===== src/hdl/bkc_div.sv =====
// Restoring divider: 48-bit dividend by 32-bit divisor, one quotient bit a cycle.
module bkc_div (
  input  logic        clk,
  input  logic        rst,
  input  logic        start,
  input  logic [47:0] num,
  input  logic [31:0] den,
  output logic        done,
  output logic [16:0] quo
);

  logic [47:0] q;
  logic [32:0] rem;
  logic [5:0]  cnt;
  logic        busy;
  logic [32:0] trial;

  assign trial = {rem[31:0], q[47]} - {1'b0, den};
  assign quo = q[16:0];

  always_ff @(posedge clk) begin
    if (rst) begin
      busy <= 1'b0;
      done <= 1'b0;
    end else begin
      done <= 1'b0;
      if (start) begin
        busy <= 1'b1;
        q    <= num;
        rem  <= '0;
        cnt  <= 6'd0;
      end else if (busy) begin
        if (!trial[32]) begin
          rem <= trial;
          q   <= {q[46:0], 1'b1};
        end else begin
          rem <= {rem[31:0], q[47]};
          q   <= {q[46:0], 1'b0};
        end
        cnt <= cnt + 6'd1;
        if (cnt == 6'd47) begin
          busy <= 1'b0;
          done <= 1'b1;
        end
      end
    end
  end

endmodule


===== config.mk =====
export PLATFORM = sky130hd
export DESIGN_NAME = bkc_div
export DESIGN_NICKNAME = d
export VERILOG_FILES = /design/src/hdl/bkc_div.sv
export SDC_FILE = /design/constraint.sdc
export NUM_CORES = 1
export LEC_CHECK = 0
export BUFFER_PORTS_ARGS = -buffer_cell sky130_fd_sc_hd__buf_4
export CORE_MARGIN = 1
export CORE_UTILIZATION = 61
export DETAILED_ROUTE_END_ITERATION = 10
export MAX_ROUTING_LAYER = met4
export PLACE_DENSITY = 0.84
export SYNTH_ARGS = -nofsm -noshare
export SYNTH_HDL_FRONTEND = slang
export SYNTH_SLANG_ARGS = --single-unit

===== constraint.sdc =====
create_clock -name clk -period 16.8 [get_ports clk]
set_clock_uncertainty 0.2 [all_clocks]
set_input_delay 4.2 -clock clk [delete_from_list [all_inputs] [get_ports clk]]
set_output_delay 4.2 -clock clk [all_outputs]
set_load 0.05 [all_outputs]

==> flow_summary.json <==
{
  "cpPeakStageDelay_ps": 610,
  "final_max_slew_viol_count": 0,
  "yosysWarningCount": 0,
  "grt_pass1_vias": 4025,
  "p_leak_nw": 2.77,
  "synth_common_cells": "edfxtp_1 (86), mux2_2 (48), nor2_1 (46), inv_1 (40), ha_1 (33)",
  "slowest_stage": "nor2_8",
  "drv_cap": 0,
  "holdWs_ps": 330,
  "place_congestion": 0.862,
  "netlist_area_mm2": 0.00577,
  "die_w_um": 99.2,
  "fmaxAchievable_mhz": 132,
  "worst_r2r_endpoint": "rem[6]",
  "syn_avg_cell_area_um2": 11.0,
  "overflow": 0,
  "final_util_pct": 72.3,
  "ys_seq_elements": 88,
  "vias_per_cell": 5.80,
  "clock-root-buffer": "clkbuf_8",
  "r2r-start": "q[47]",
  "drc": 0,
  "dp_hpwl_mm": 7.75,
  "end_kind": "flip-flop",
  "clkLatencyLatePin_ps": 370,
  "worstMarginPinSlew_ps": 1100,
  "cp-start-kind": "input port",
  "postSynthCellCount": 524,
  "cts_sinks": 88,
  "min_path_cells": 1,
  "synth.most_common_cell": "edfxtp_1",
  "ir_drop_mv": 0.0530,
  "post-place-ws_ps": 8870,
  "async_reset_ff_share_pct": 0,
  "cts_hold_buffers": 0,
  "p_per_area_mw_per_mm2": 92.8,
  "grtUsageTotal_pct": 23.9,
  "yosysTopAreaCell": "edfxtp_1",
  "drive_gt1_share_pct": 29.4,
  "status": "complete, no violations",
  "cts_buffer_depth": 2,
  "final-setup-viol-count": 0,
  "cts_resized": 0,
  "cts_htree_levels": 3,
  "synth_edf_count": 86,
  "routedWlPerCell_um": 15.4,
  "placeableCoreArea_mm2": 0.00920,
  "ant_nets": 0,
  "diodes": 0,
  "start_util_pct": 62.7,
  "fin_crit_sh_pct": 45.0,
  "synthDistinctLibCells": 57,
  "setup_tns_ps": 0,
  "rsz0062_at_grt": "false",
  "antenna_found_initial": 0,
  "grt_max_degree": 87,
  "dieArea_mm2": 0.00985,
  "wirelength_mm": 11.1,
  "fin_nets": 718,
  "synthTopCellsByArea": "edfxtp_1 (45%), mux2_2 (9.4%), ha_1 (7.2%)",
  "vias": 4157,
  "cp.required_ps": 16700,
  "postLayoutSetupSlackWorst_ps": 9230,
  "whs_endpoint": "done",
  "grt_pass1_wl_mm": 18.1,
  "slew_headroom_pct": 26.9,
  "cts_tree": "yes",
  "hp-start": "busy",
  "initialDrtViolationCount": 171,
  "reg2reg_depth": 12,
  "first_pass_iters": 5,
  "r2r_slack_ps": 12800,
  "port_buffers": 100,
  "yosysTopAreaCellShare_pct": 44.8,
  "boundaryPins": 101,
  "critical_path_class": "in2reg",
  "crit_fanout": 37,
  "critPathArrivalTime_ps": 7460,
  "die_h_um": 99.2,
  "synth_fp_nets": 641,
  "ys_seq_area_share_pct": 45.5,
  "cts_buffers": 9,
  "finalHoldViolations": 0,
  "fillers": 683,
  "hp-class": "reg2reg",
  "path_clk_slew_ps": 100,
  "period_needed_ps": 7570,
  "postCtsSetupRepairBufs": 0,
  "path_cells": "buf_4 -> ha_1 -> fa_1 -> nand2b_1 -> a21oi_1 -> o21a_1 -> a311o_1 -> a31oi_1 -> a221o_2 -> nor2_8 -> mux2i_1 -> nor2_1",
  "area_growth_pct": 15.3,
  "floorplan.rows": 35,
  "synthFlopType": "edfxtp_1"
}
-- worst max path at each step --
stage            from  endpoint  slack (ps)
6_report       den[0]    rem[6]        9230
5_1_grt        den[0]   rem[25]        8990
3_5_place_dp   den[0]    rem[1]        8870
2_1_floorplan   start    cnt[0]        7620
3_3_place_gp   den[0]    rem[0]        8980
4_1_cts        den[0]    rem[6]        9260
-- layer usage --
layer,vias to the layer above,GRT usage (%),share of wire [%]
met5,-,-,0
met4,0,8.71,1.8
met3,16,5.06,5.3
met2,118,36.9,47
met1,1965,31.4,46
li1,2058,-,-
-- metrics by stage --
stage	total power [mW]	instance area, um^2	cells
global route	0.648	6650	717
finish	0.617	6650	717
global placement	0.470	6460	701
floorplan	0.436	5770	524
detailed placement	0.476	6460	701
CTS	0.619	6650	717
-- power breakdown --
group	switching [mW]	internal, mW
Clock	0.0873	0.0571
Combinational	0.107	0.0899
Sequential	0.00914	0.266
-- worst max-delay path, delay by kind of cell --
kind | cells | cell delay (ps)
simple gates | 3 | 860
mux | 1 | 260
buf+inv | 1 | 110
compound gates | 5 | 1410
fa+ha+maj | 2 | 620
-- layout by cell type, fill, tap and decap left out, drive strengths merged, types with 10 or more instances in the layout --
master,netlist,routed
buf,22,102
edfxtp,86,86
mux2,50,50
nor2,47,47
inv,40,43
ha,33,33
a21oi,32,32
nand2,22,22
mux2i,22,22
xnor2,21,21
o21ai,18,18
nand3,13,13
a21o,10,10
-- cells by family (layout without fill, tap and decap cells) --
kind of cell	Yosys count	after routing	synth area share [%]
and+or+nand+nor	123	123	10.5
AOI/OAI and AO/OA	101	101	11.8
DFF	88	88	45.5
buffers and inverters	76	158	6.47
muxes	72	72	13.7
adders and majority gates	34	34	7.51
xor gates and xnor gates	30	30	4.56
-- registers in the layout, summed over array words and instances (netlist names) --
name and count:
q 48, done 1, cnt 6, busy 1, rem 32
-- cell type report --
cell class                      instances  area [um^2]  area share, %
Clock inverter                          7         66.3          0.998
Clock buffer                            9          124           1.86
Timing Repair Buffer                  102          766           11.5
Sequential cell                        88         2620           39.5
Inverter                               40          150           2.26
Tap cell                              111          139           2.09
Multi-Input combinational cell        360         2780           41.8
(Power assumes the default switching activity.)
