$ cat config.mk
export PLATFORM = sky130hd
export DESIGN_NAME = bkc_cell
export DESIGN_NICKNAME = d
export VERILOG_FILES = /design/src/hdl/bkc_pkg.sv /design/src/hdl/bkc_cell.sv
export SDC_FILE = /design/constraint.sdc
export NUM_CORES = 1
export LEC_CHECK = 0
export BUFFER_PORTS_ARGS = -buffer_cell sky130_fd_sc_hd__buf_2
export CORE_AREA = 8 8 138 140
export CTS_BUF_LIST = sky130_fd_sc_hd__clkbuf_8
export DETAILED_ROUTE_END_ITERATION = 8
export DIE_AREA = 0 0 146 148
export GPL_ROUTABILITY_DRIVEN = 0
export PLACE_DENSITY = 0.83
export SKIP_LAST_GASP = 1
export SLEW_MARGIN = 20
export SYNTH_ARGS = -nofsm -noshare
export SYNTH_HDL_FRONTEND = slang
export SYNTH_SLANG_ARGS = --single-unit
$ cat constraint.sdc
create_clock -name clk -period 5.3 [get_ports clk]
set_clock_uncertainty 0.2 [all_clocks]
set_input_delay 0.265 -clock clk [delete_from_list [all_inputs] [get_ports clk]]
set_output_delay 0.265 -clock clk [all_outputs]
set_load 0.01 [all_outputs]
$ cat src/hdl/bkc_pkg.sv
// Shared types and constants for the keyframe curve block.
package bkc_pkg;

  localparam int CMD_W = 3;
  localparam int VAL_W = 32;
  localparam int ST_W = 2;
  localparam int CNT_W = 5;

  typedef enum logic [CMD_W-1:0] {
    CMD_INSERT    = 3'd0,
    CMD_SET_LEFT  = 3'd1,
    CMD_SET_RIGHT = 3'd2,
    CMD_DEL_LEFT  = 3'd3,
    CMD_DEL_RIGHT = 3'd4,
    CMD_EVAL      = 3'd5,
    CMD_RSVD6     = 3'd6,
    CMD_RSVD7     = 3'd7
  } cmd_t;

  typedef enum logic [ST_W-1:0] {
    ST_OK      = 2'd0,
    ST_FULL    = 2'd1,
    ST_PRESENT = 2'd2,
    ST_ABSENT  = 2'd3
  } status_t;

  typedef enum logic [3:0] {
    S_IDLE, S_SCAN, S_DIV, S_WT1, S_WT2, S_WT3, S_MUL, S_SUM, S_DONE
  } state_t;

  // one anchor as held in a cell
  typedef struct packed {
    logic [VAL_W-1:0] tm;
    logic [VAL_W-1:0] val;
    logic [VAL_W-1:0] loff;
    logic [VAL_W-1:0] roff;
    logic             lp;
    logic             rp;
  } anchor_t;

  // command broadcast to all cells of the row
  typedef struct packed {
    logic             ins;
    logic             set_l;
    logic             set_r;
    logic             del_l;
    logic             del_r;
    logic [VAL_W-1:0] key;
    logic [VAL_W-1:0] val;
    logic [VAL_W-1:0] off;
  } cell_ctl_t;

endpackage

$ cat src/hdl/bkc_cell.sv
// One anchor slot of the sorted table; shifts toward higher slots on insert.
module bkc_cell
  import bkc_pkg::*;
(
  input  logic      clk,
  input  logic      rst,
  input  cell_ctl_t ctl,
  input  logic      used,      // slot holds an anchor
  input  logic      prev_gt,   // lower neighbor is used and later than key
  input  anchor_t   prev_a,
  output logic      gt,        // this slot is used and later than key
  output logic      hit,       // this slot holds the key
  output anchor_t   a
);

  logic hold_gt;

  assign hold_gt = used && (a.tm > ctl.key);
  assign gt = hold_gt;
  assign hit = used && (a.tm == ctl.key);

  always_ff @(posedge clk) begin
    if (rst) begin
      a.tm <= '0;
      a.lp <= 1'b0;
      a.rp <= 1'b0;
    end else if (ctl.ins) begin
      if (prev_gt) begin
        a <= prev_a;
      end else if (hold_gt || !used) begin
        // take the new anchor if this is its slot
        if (hold_gt || !used) begin
          a.tm   <= ctl.key;
          a.val  <= ctl.val;
          a.loff <= '0;
          a.roff <= '0;
          a.lp   <= 1'b0;
          a.rp   <= 1'b0;
        end
      end
    end else if (hit) begin
      if (ctl.set_l) begin
        a.loff <= ctl.off;
        a.lp   <= 1'b1;
      end
      if (ctl.set_r) begin
        a.roff <= ctl.off;
        a.rp   <= 1'b1;
      end
      if (ctl.del_l) a.lp <= 1'b0;
      if (ctl.del_r) a.rp <= 1'b0;
    end
  end

endmodule

==> impl_metrics.yaml, run 1 <==
placed_design:
  dp_hpwl_um: 17200
  port_buffers: 366
  pre_cts_slack_ps: 2110
  dpl.cell_count: 1097
timing:
  hold_viol: 0
  tns_ps: 0
  rsz0062_at_grt: "false"
  layout_setup_ws_ps: 1870
  drv_slew: 0
  max_freq_mhz: 291
  max_slew_margin_pct: 33.2
  worst_slew_pin_slew_ps: 1000
  min_period_over_period_pct: 64.8
  setup_viol: 0
  layout_min_cycle_time_ps: 3430
cts:
  ctsResizeCount: 0
  h-tree-depth: 4
  clk_latency_ps: 430
  cts_buffers: 17
  cts.sinks: 130
  cts_tree: "built"
  cts-root-buf: "clkbuf_8"
  path_clk_slew_ps: 70
  clockBufferDepth: 2
power_and_ir_drop:
  p_seq_share_pct: 44.3
  leakage_nw: 5.28
  switching_share_pct: 27.8
  pwr-share-clk_pct: 33.6
  p_int_mw: 1.94
  ir_drop_uv: 176
  p_comb_share_pct: 22.1
  p_sw_uw: 749
  power.density_nw_per_um2: 247
die:
  die_w_um: 146
  ioPinCount: 367
  dieArea_um2: 21600
  initial_core_util_pct: 39.6
  core_um2: 16900
  fp.dieH_um: 148
  core.rowCount: 48
final_layout:
  syn2layout_area_growth_pct: 62.3
  mostFrequentLayoutCells: "buf_2 (365), dlygate4sd3_1 (175), edfxtp_1 (96)"
  stdcell_count: 1306
  fin_nets: 1333
  n_fill_cell: 1250
  regMostFlops: "a"
  largest_reg_flops: 130
  final_common_cell: "buf_2"
  reg.largest.list: "a (130)"
  drive_gt1_share_pct: 46.2
min_path:
  hold_start: "ctl[72]"
  hold-path-endpoint: "a[106]"
  hold_depth: 3
  min_path_type: "primary input to flip-flop"
grt:
  grt_max_degree: 67
  overflow: 0
  track_usage_pct: 24.0
  antenna_found_initial: 5
  grt_pass1_wl_um: 40200
  grt_pass1_vias: 7209
route:
  drt_iter0_markers: 367
  drc_errors: 0
  vias: 6554
  drt_first_pass_iters: 4
  via_per_inst: 5.02
  wirelength_um: 26700
  wl_per_cell_um: 20.5
  detail-route-antenna-nets: 0
synth:
  syn-cell-area_um2: 6710
  synth.avg_cell_area_um2: 12.7
  syn_nets: 796
  netlist_instances: 529
  synth_seq_cells: 130
  synth_cell_type_count: 42
  yosysWarnings: 0
  ys_seq_area_share_pct: 53.1
outcome:
  status: "complete, no violations"
worst_setup_path:
  cp_data_arrival_time_ps: 3530
  crit_fanout: 64
  crit_path_start: "ctl[91]"
  worst_ep_required_time_ps: 5390
  r2r_end: "a[128]"
  reg2regPathDepth: 9
  cp-end-kind: "flip-flop"
  reg2reg_from: "a[109]"
  reg2reg_slack_ps: 2020
  crit_type: "primary input to flip-flop"
  start_kind: "primary input"
run:
  cap_violations: 0
## synthesized netlist by cell type, drive strengths merged
| cell | number | share of area [%] |
|---|---|---|
| nand3 | 3 | 0.22 |
| o21a | 4 | 0.56 |
| o2bb2ai | 1 | 0.13 |
| clkbuf | 18 | 1.0 |
| nand4 | 9 | 1.2 |
| dfxtp | 34 | 10 |
| edfxtp | 96 | 43 |
| or3 | 1 | 0.17 |
| a211oi | 33 | 5.8 |
| nand2 | 9 | 0.50 |
| buf | 11 | 1.6 |
| a21boi | 2 | 0.22 |
| a41oi | 1 | 0.13 |
| a21o | 65 | 7.3 |
| o31a | 1 | 0.13 |
| inv | 37 | 2.1 |
| a21oi | 17 | 1.4 |
| mux2 | 32 | 5.4 |
| and2 | 1 | 0.13 |
| o311a | 1 | 0.15 |
| nor3 | 3 | 0.30 |
| o211ai | 1 | 0.11 |
| nor2 | 38 | 2.9 |
| a2bb2oi | 1 | 0.13 |
| mux2i | 32 | 4.8 |
| a2111oi | 2 | 0.30 |
| nor4 | 5 | 0.91 |
| o21ai | 6 | 0.45 |
| ha | 32 | 6.0 |
| nor2b | 33 | 3.1 |
## worst max-delay path, cell delays in order
cell	delay, ps
dlygate4sd3_1	540
buf_2	120
inv_1	40
ha_1	310
nand4_1	230
nor4_4	420
o31a_1	250
o21a_4	150
buf_4	700
nor2_1	90
a211oi_1	360
## layout make-up
type | instances | area (µm²) | area share (%)
Timing Repair Buffer | 547 | 3630 | 33.3
Antenna cell | 3 | 7.51 | 0.0689
Tap cell | 225 | 282 | 2.58
Inverter | 37 | 139 | 1.28
Clock buffer | 17 | 234 | 2.15
Sequential cell | 130 | 3560 | 32.7
Multi-Input combinational cell | 333 | 2860 | 26.2
Clock inverter | 14 | 179 | 1.64
## routing by layer
layer	global-route usage (%)	vias to the layer above	routed length, µm
met2	43.7	328	14000
li1	-	3035	-
met1	24.3	3115	9460
met5	0	-	16
met4	12.6	4	1130
met3	7.34	72	2110
## worst max-delay path by stage
stage,to,cells after the start,slack [ps]
6_report,a[128],11,1870
5_1_grt,a[128],12,1770
4_1_cts,a[128],12,2010
3_5_place_dp,a[71],9,2110
3_3_place_gp,a[78],9,2140
2_1_floorplan,a[10],7,690
## kinds of logic after synthesis
family          share of synthesized area, %
fa+ha+maj                               5.97
buf+inv                                 4.70
compound gates                          16.7
mux                                     10.1
simple gates                            9.34
flops                                   53.1
## power groups by stage
stage | Clock [mW] | Combinational, mW | Sequential [mW]
after floorplan | 0 | 0.237 | 1.24
after global placement | 0 | 0.450 | 1.21
after detailed placement | 0 | 0.462 | 1.21
after CTS | 0.916 | 0.582 | 1.19
after global routing | 0.962 | 0.642 | 1.20
final | 0.905 | 0.595 | 1.19
## what timing repair did
| action | in CTS | in global routing |
|---|---|---|
| hold endpoints to repair | 122 | 0 |
| hold buffers | 175 | 0 |
| setup buffers | 0 | 0 |
## through the flow
stage	util, %	hold slack (ps)	instance area, µm²	total power [mW]
6_report	64.3	34.9	10900	2.69
5_1_grt	64.3	8.85	10900	2.80
4_1_cts	64.3	1.56	10900	2.69
3_5_place_dp	51.5	273	8720	1.67
3_3_place_gp	51.5	263	8720	1.66
2_1_floorplan	-	251	6710	1.48
Power figures use the tool's default switching activity.
==> inputs of run 2 (changes only) <==
--- a/config.mk
+++ b/config.mk
@@ -5,13 +5,14 @@
 export SDC_FILE = /design/constraint.sdc
 export NUM_CORES = 1
 export LEC_CHECK = 0
+export ABC_AREA = 1
 export BUFFER_PORTS_ARGS = -buffer_cell sky130_fd_sc_hd__buf_2
-export CORE_AREA = 8 8 138 140
+export CORE_AREA = 8 8 135 137
 export CTS_BUF_LIST = sky130_fd_sc_hd__clkbuf_8
 export DETAILED_ROUTE_END_ITERATION = 8
-export DIE_AREA = 0 0 146 148
+export DIE_AREA = 0 0 143 145
 export GPL_ROUTABILITY_DRIVEN = 0
-export PLACE_DENSITY = 0.83
+export PLACE_DENSITY = 0.88
 export SKIP_LAST_GASP = 1
 export SLEW_MARGIN = 20
 export SYNTH_ARGS = -nofsm -noshare
==> constraint.sdc (replaced) <==
create_clock -name clk -period 3.21 [get_ports clk]
set_clock_uncertainty 0.2 [all_clocks]
set_input_delay 0.1605 -clock clk [delete_from_list [all_inputs] [get_ports clk]]
set_output_delay 0.1605 -clock clk [all_outputs]
set_load 0.01 [all_outputs]
==> run 2 against run 1 <==
Net effect: combinational power is 97% higher; routed wire length is 24% higher; largest cell class unchanged; clock power is 45% higher.
==> impl_metrics.yaml, run 2 <==
timing:
  setup_viol: 0
  holdWs_ps: 16.4
  min_period_over_period_pct: 95.4
  rsz0062_at_grt: "true"
  drv_slew: 0
  layout_setup_ws_ps: 148
  max_freq_mhz: 327
  hold_viol: 0
  layout_min_cycle_time_ps: 3060
  max_slew_margin_pct: 30.5
  worst_slew_pin_slew_ps: 1040
route:
  vias: 8710
  via_per_inst: 5.28
  drt_iter0_markers: 762
  wl_per_cell_um: 20.1
  drc_errors: 0
  drt_first_pass_iters: 5
  wirelength_um: 33100
  detail-route-antenna-nets: 0
die:
  die_w_um: 143
  ioPinCount: 367
  initial_core_util_pct: 43.3
  dieArea_um2: 20700
  fp.dieH_um: 145
  core_um2: 16200
  core.rowCount: 47
synth:
  syn_nets: 1073
  synth_top_area_cell: "edfxtp_1"
  synthFlopType: "edfxtp_1"
  syn-cell-area_um2: 7010
  synth.avg_cell_area_um2: 8.70
  synthArstFlopShare_pct: 0
  ys_seq_area_share_pct: 50.8
  yosysMostFrequentCell: "nand2_1"
  yosysWarnings: 0
  synth_area_leaders: "edfxtp_1 (41%), nand2_1 (10%), dfxtp_1 (9.7%)"
  synth_cell_type_count: 33
  synth_edf_count: 96
  yosys-top-cells-count: "nand2_1 (191), o21ai_0 (101), edfxtp_1 (96)"
  netlist_instances: 806
  synth_seq_cells: 130
  synth_top_cell_area_share_pct: 41.1
final_layout:
  regMostFlops: "a"
  syn2layout_area_growth_pct: 71.0
  largest_reg_flops: 130
  fin_nets: 1672
  reg.largest.list: "a (130)"
  n_fill_cell: 1007
  stdcell_count: 1650
  drive_gt1_share_pct: 32.8
  final_common_cell: "buf_2"
  mostFrequentLayoutCells: "buf_2 (364), dlygate4sd3_1 (254), nand2_1 (191)"
  fin_util_pct: 74.1
worst_setup_path:
  path_common_cell: "nand2_1"
  path_cells: "ha_1 > nand2_1 > nor2_2 > nand2_2 > nor3_4 > nand2_1 > nand2_2 > nand2_4 > nand3_4 > buf_4 > buf_12 > nand3_1 > dlygate4sd3_1 > nand2_1 > nor2_1"
  crit_fanout: 62
  start_kind: "flip-flop"
  crit_family: "simple AND/OR/NAND/NOR gates"
  slowest_stage: "dlygate4sd3_1"
  cp_data_arrival_time_ps: 3190
  crit_buf_inv: 3
  cp-end-kind: "flip-flop"
  crit_type: "flip-flop to flip-flop"
  worst_ep_required_time_ps: 3330
  cp_slowest_stage_delay_ps: 580
placed_design:
  dpl.cell_count: 1349
  pre_cts_slack_ps: 613
  dp_hpwl_um: 18100
  port_buffers: 366
min_path:
  min_path_type: "primary input to flip-flop"
power_and_ir_drop:
  ir_drop_uv: 268
  leakage_nw: 5.79
  power.density_nw_per_um2: 372
grt:
  grt_pass1_vias: 9153
  track_usage_pct: 30.4
  overflow: 0
  antenna_found_initial: 13
  grt_max_degree: 98
  grt_pass1_wl_um: 48900
outcome:
  status: "complete, no violations"
cts:
  clockBufferDepth: 2
  cts.sinks: 130
  cts-root-buf: "clkbuf_8"
  cts_tree: "built"
  cts_buffers: 17
  h-tree-depth: 4
  path_clk_slew_ps: 80
  clk_latency_ps: 440
run:
  cap_violations: 0
run 2: cell types whose count changed after synthesis, moves of 17 or more:
| cell | previous run | this run |
|---|---|---|
| mux2_2 | 32 | 0 |
| nor2_1 | 18 | 49 |
| o21ai_0 | 6 | 101 |
| nor2_2 | 20 | 3 |
| nand3_2 | 0 | 21 |
| nand2_1 | 9 | 191 |
| mux2i_1 | 32 | 1 |
| a21oi_1 | 15 | 39 |
| nand3_1 | 3 | 82 |
| a211oi_2 | 28 | 0 |
| nor2b_1 | 33 | 0 |
| inv_1 | 36 | 72 |
| a21o_1 | 65 | 1 |
run 2: routing by layer:
layer | vias up | GRT usage (%) | share of wire [%]
met5 | - | 0 | 0.051
met4 | 4 | 23.3 | 7.1
met3 | 171 | 8.99 | 9.4
met2 | 589 | 53.2 | 51
met1 | 4027 | 29.4 | 33
li1 | 3919 | - | -
run 2: what timing repair did:
| item | in CTS | in global routing |
|---|---|---|
| endpoints found under the setup margin | 0 | 1 |
| hold endpoints to repair | 130 | 0 |
| gates resized for setup | 0 | 10 |
| hold buffers | 255 | 0 |
| setup buffers | 0 | 3 |
run 2: through the flow:
step / power (mW) / setup TNS (ps) / instance area [µm²]
3_3_place_gp: 2.77 / 0 / 8980
2_1_floorplan: 2.45 / -16470 / 7010
5_1_grt: 4.63 / -48.6 / 12000
3_5_place_dp: 2.79 / 0 / 8980
4_1_cts: 4.35 / 0 / 11900
6_report: 4.46 / 0 / 12000
run 2: worst reg2reg max path: stages (launching register included):
cell and delay [ps]:
dfxtp_2 340, ha_1 310, nand2_1 90, nor2_2 130, nand2_2 110, nor3_4 210
nand2_1 80, nand2_2 70, nand2_4 70, nand3_4 80, buf_4 130, buf_12 280
nand3_1 170, dlygate4sd3_1 580, nand2_1 60, nor2_1 50
run 2: kinds of logic after synthesis:
family	after synthesis	share of synthesized area, %
simple gates	361	23.7
compound gates	153	11.5
flops	130	50.8
buf+inv	129	8.09
fa+ha+maj	32	5.71
mux	1	0.143
run 2: path summary, 6_finish.rpt:
check	start	to	slack, ps	cells past startpoint
max	a[125]	a[99]	150	15
min	ctl[75]	a[109]	20	7
max reg2reg	a[125]	a[99]	150	15
min reg2reg	a[1]	a[1]	280	2
run 2: report_power, final:
group	internal, mW	switching (mW)	leakage (nW)
combinational	0.584	0.584	4.44
sequential	1.92	0.0584	1.18
clock	0.602	0.713	0.173
run 2: cell type report:
type	count	area (µm²)	share of cell area, %
antenna	13	32.5	0.271
multi-input combinational	547	2940	24.6
clock buffer	17	234	1.95
timing repair buffer	633	4530	37.8
sequential	130	3570	29.8
clock inverter	14	118	0.981
tap	220	275	2.30
inverter	76	285	2.38
==> inputs of run 3 (changes only) <==
--- a/config.mk
+++ b/config.mk
@@ -12,7 +12,7 @@
 export DETAILED_ROUTE_END_ITERATION = 8
 export DIE_AREA = 0 0 143 145
 export GPL_ROUTABILITY_DRIVEN = 0
-export PLACE_DENSITY = 0.88
+export PLACE_DENSITY = 0.77
 export SKIP_LAST_GASP = 1
 export SLEW_MARGIN = 20
 export SYNTH_ARGS = -nofsm -noshare
==> run 3 against run 2 <==
Net effect: critical endpoint is now a[122]; non-clock buffer count up 1; sequential share of layout area about the same; critical path type unchanged; power up 0.24%.
==> impl_metrics.yaml, run 3 (same netlist as run 2, synthesis figures left out) <==
cts:
  cts_buffers: 17
  cts.sinks: 130
  cts-root-buf: "clkbuf_8"
  clk_latency_ps: 450
  clockBufferDepth: 2
  h-tree-depth: 4
  path_clk_slew_ps: 80
  cts_tree: "built"
  ctsResizeCount: 0
  cts_setup_buffers: 0
timing:
  holdWs_ps: 38.4
  max_freq_mhz: 364
  layout_min_cycle_time_ps: 2740
  hold_viol: 0
  min_period_over_period_pct: 85.5
  worst_slew_pin_slew_ps: 916
  rsz0062_at_grt: "false"
  setup_viol: 0
  max_slew_margin_pct: 38.9
  drv_slew: 0
grt:
  track_usage_pct: 30.7
  overflow: 0
  grt_pass1_wl_um: 49000
  met1_usage_pct: 30.9
  use_met2_pct: 51.4
  antenna_found_initial: 15
  grt_busiest_layer: "met2"
  grt_use_met3_pct: 10.6
  grt_pass1_vias: 8867
  grt_max_degree: 95
route:
  wirelength_um: 32600
  wl_per_cell_um: 19.7
  via_per_inst: 5.22
  detail-route-antenna-nets: 0
  vias: 8634
  drc_errors: 0
  drt_iter0_markers: 688
  drt_first_pass_iters: 8
worst_setup_path:
  crit_family: "simple AND/OR/NAND/NOR gates"
  reg2reg_from: "a[123]"
  start_kind: "flip-flop"
  crit_buf_inv: 1
  critical_path_depth: 15
  reg2reg_slack_ps: 470
  slowest_stage: "buf_4"
  crit_type: "flip-flop to flip-flop"
  reg2regPathDepth: 15
  cp_data_arrival_time_ps: 2890
  path_cells: "ha_1 > nand2_1 > nor2_1 > nand2_2 > nor2_2 > nand2_1 > o21ai_1 > nor2_1 > nand2_2 > nand2_4 > nand3_4 > buf_4 > nand3_1 > nand2_1 > nor2_1"
  worst_ep_required_time_ps: 3360
  endpoint: "a[122]"
  crit_fanout: 64
  r2r_end: "a[122]"
  crit_path_start: "a[123]"
  cp_slowest_stage_delay_ps: 620
  cp-end-kind: "flip-flop"
die:
  fp.dieH_um: 145
  dieArea_um2: 20700
  core.rowCount: 47
  die_w_um: 143
  initial_core_util_pct: 43.3
  ioPinCount: 367
  core_um2: 16200
power_and_ir_drop:
  switching_share_pct: 30.3
  pwr-share-clk_pct: 30.2
  p_seq_share_pct: 44.1
  p_sw_mw: 1.36
  p_comb_share_pct: 25.8
  p_int_mw: 3.12
  power.density_nw_per_um2: 374
  ir_drop_uv: 237
  leakage_nw: 5.79
min_path:
  hold_depth: 7
  min_path_type: "primary input to flip-flop"
  hold_start: "ctl[79]"
final_layout:
  fin_nets: 1673
  final_common_cell: "buf_2"
  largest_reg_flops: 130
  syn2layout_area_growth_pct: 70.7
  mostFrequentLayoutCells: "buf_2 (364), dlygate4sd3_1 (259), nand2_1 (191)"
  regMostFlops: "a"
  reg.largest.list: "a (130)"
  drive_gt1_share_pct: 32.1
  fin_util_pct: 74.0
outcome:
  status: "complete, no violations"
placed_design:
  port_buffers: 366
  dp_hpwl_um: 18100
run:
  cap_violations: 0
==> run 3: how the worst min path moves through the flow <==
stage | end | slack (ps)
2_1_floorplan | a[66] | 140
3_3_place_gp | a[76] | 220
3_5_place_dp | a[92] | 230
4_1_cts | a[120] | 10
5_1_grt | a[120] | 100
6_report | a[113] | 40
==> run 3: worst register-to-register path: stages, from the launching register on <==
cell     delay [ps]
dfxtp_1         340
ha_1            300
nand2_1          70
nor2_1          140
nand2_2         110
nor2_2           80
nand2_1          60
o21ai_1          70
nor2_1           60
nand2_2          80
nand2_4          60
nand3_4          50
buf_4           620
nand3_1         220
nand2_1         110
nor2_1           60
==> run 3: what timing repair did <==
| action | in CTS | in global routing |
|---|---|---|
| endpoints found under the hold margin | 132 | 0 |
| endpoints found under the setup margin | 0 | 0 |
| hold buffers | 259 | 0 |
==> run 3: cell type report <==
type | instances | area [µm²]
sequential | 130 | 3560
inverter | 76 | 285
multi-input combinational | 547 | 2900
timing repair buffer | 634 | 4540
clock inverter | 15 | 135
fill | 1050 | 4210
antenna | 15 | 37.5
clock buffer | 17 | 234
tap | 220 | 275
==> run 3: layer usage <==
| metal | wire length, µm | vias up | share of wire (%) |
|---|---|---|---|
| met4 | 2190 | 4 | 6.7 |
| met5 | 24 | - | 0.074 |
| met2 | 16300 | 604 | 50 |
| met1 | 10800 | 3920 | 33 |
| li1 | - | 3928 | - |
| met3 | 3200 | 178 | 9.8 |
==> run 3: power by group through the flow <==
stage | combinational, mW | clock (mW) | sequential (mW)
final | 1.15 | 1.35 | 1.97
after global routing | 1.25 | 1.43 | 1.98
after CTS | 1.09 | 1.35 | 1.96
after detailed placement | 0.788 | 0 | 2.00
after global placement | 0.776 | 0 | 2.00
after floorplan | 0.402 | 0 | 2.05
==> run 3: through the flow <==
step,power (mW),std cells,setup TNS [ps],setup slack (ps),instance area (µm²)
after global routing,4.66,1654,0,220,12000
final,4.47,1654,0,466,12000
after floorplan,2.45,806,-16470,-257,7010
after global placement,2.77,1348,0,542,8970
after CTS,4.41,1639,0,451,11900
after detailed placement,2.79,1348,0,480,8970
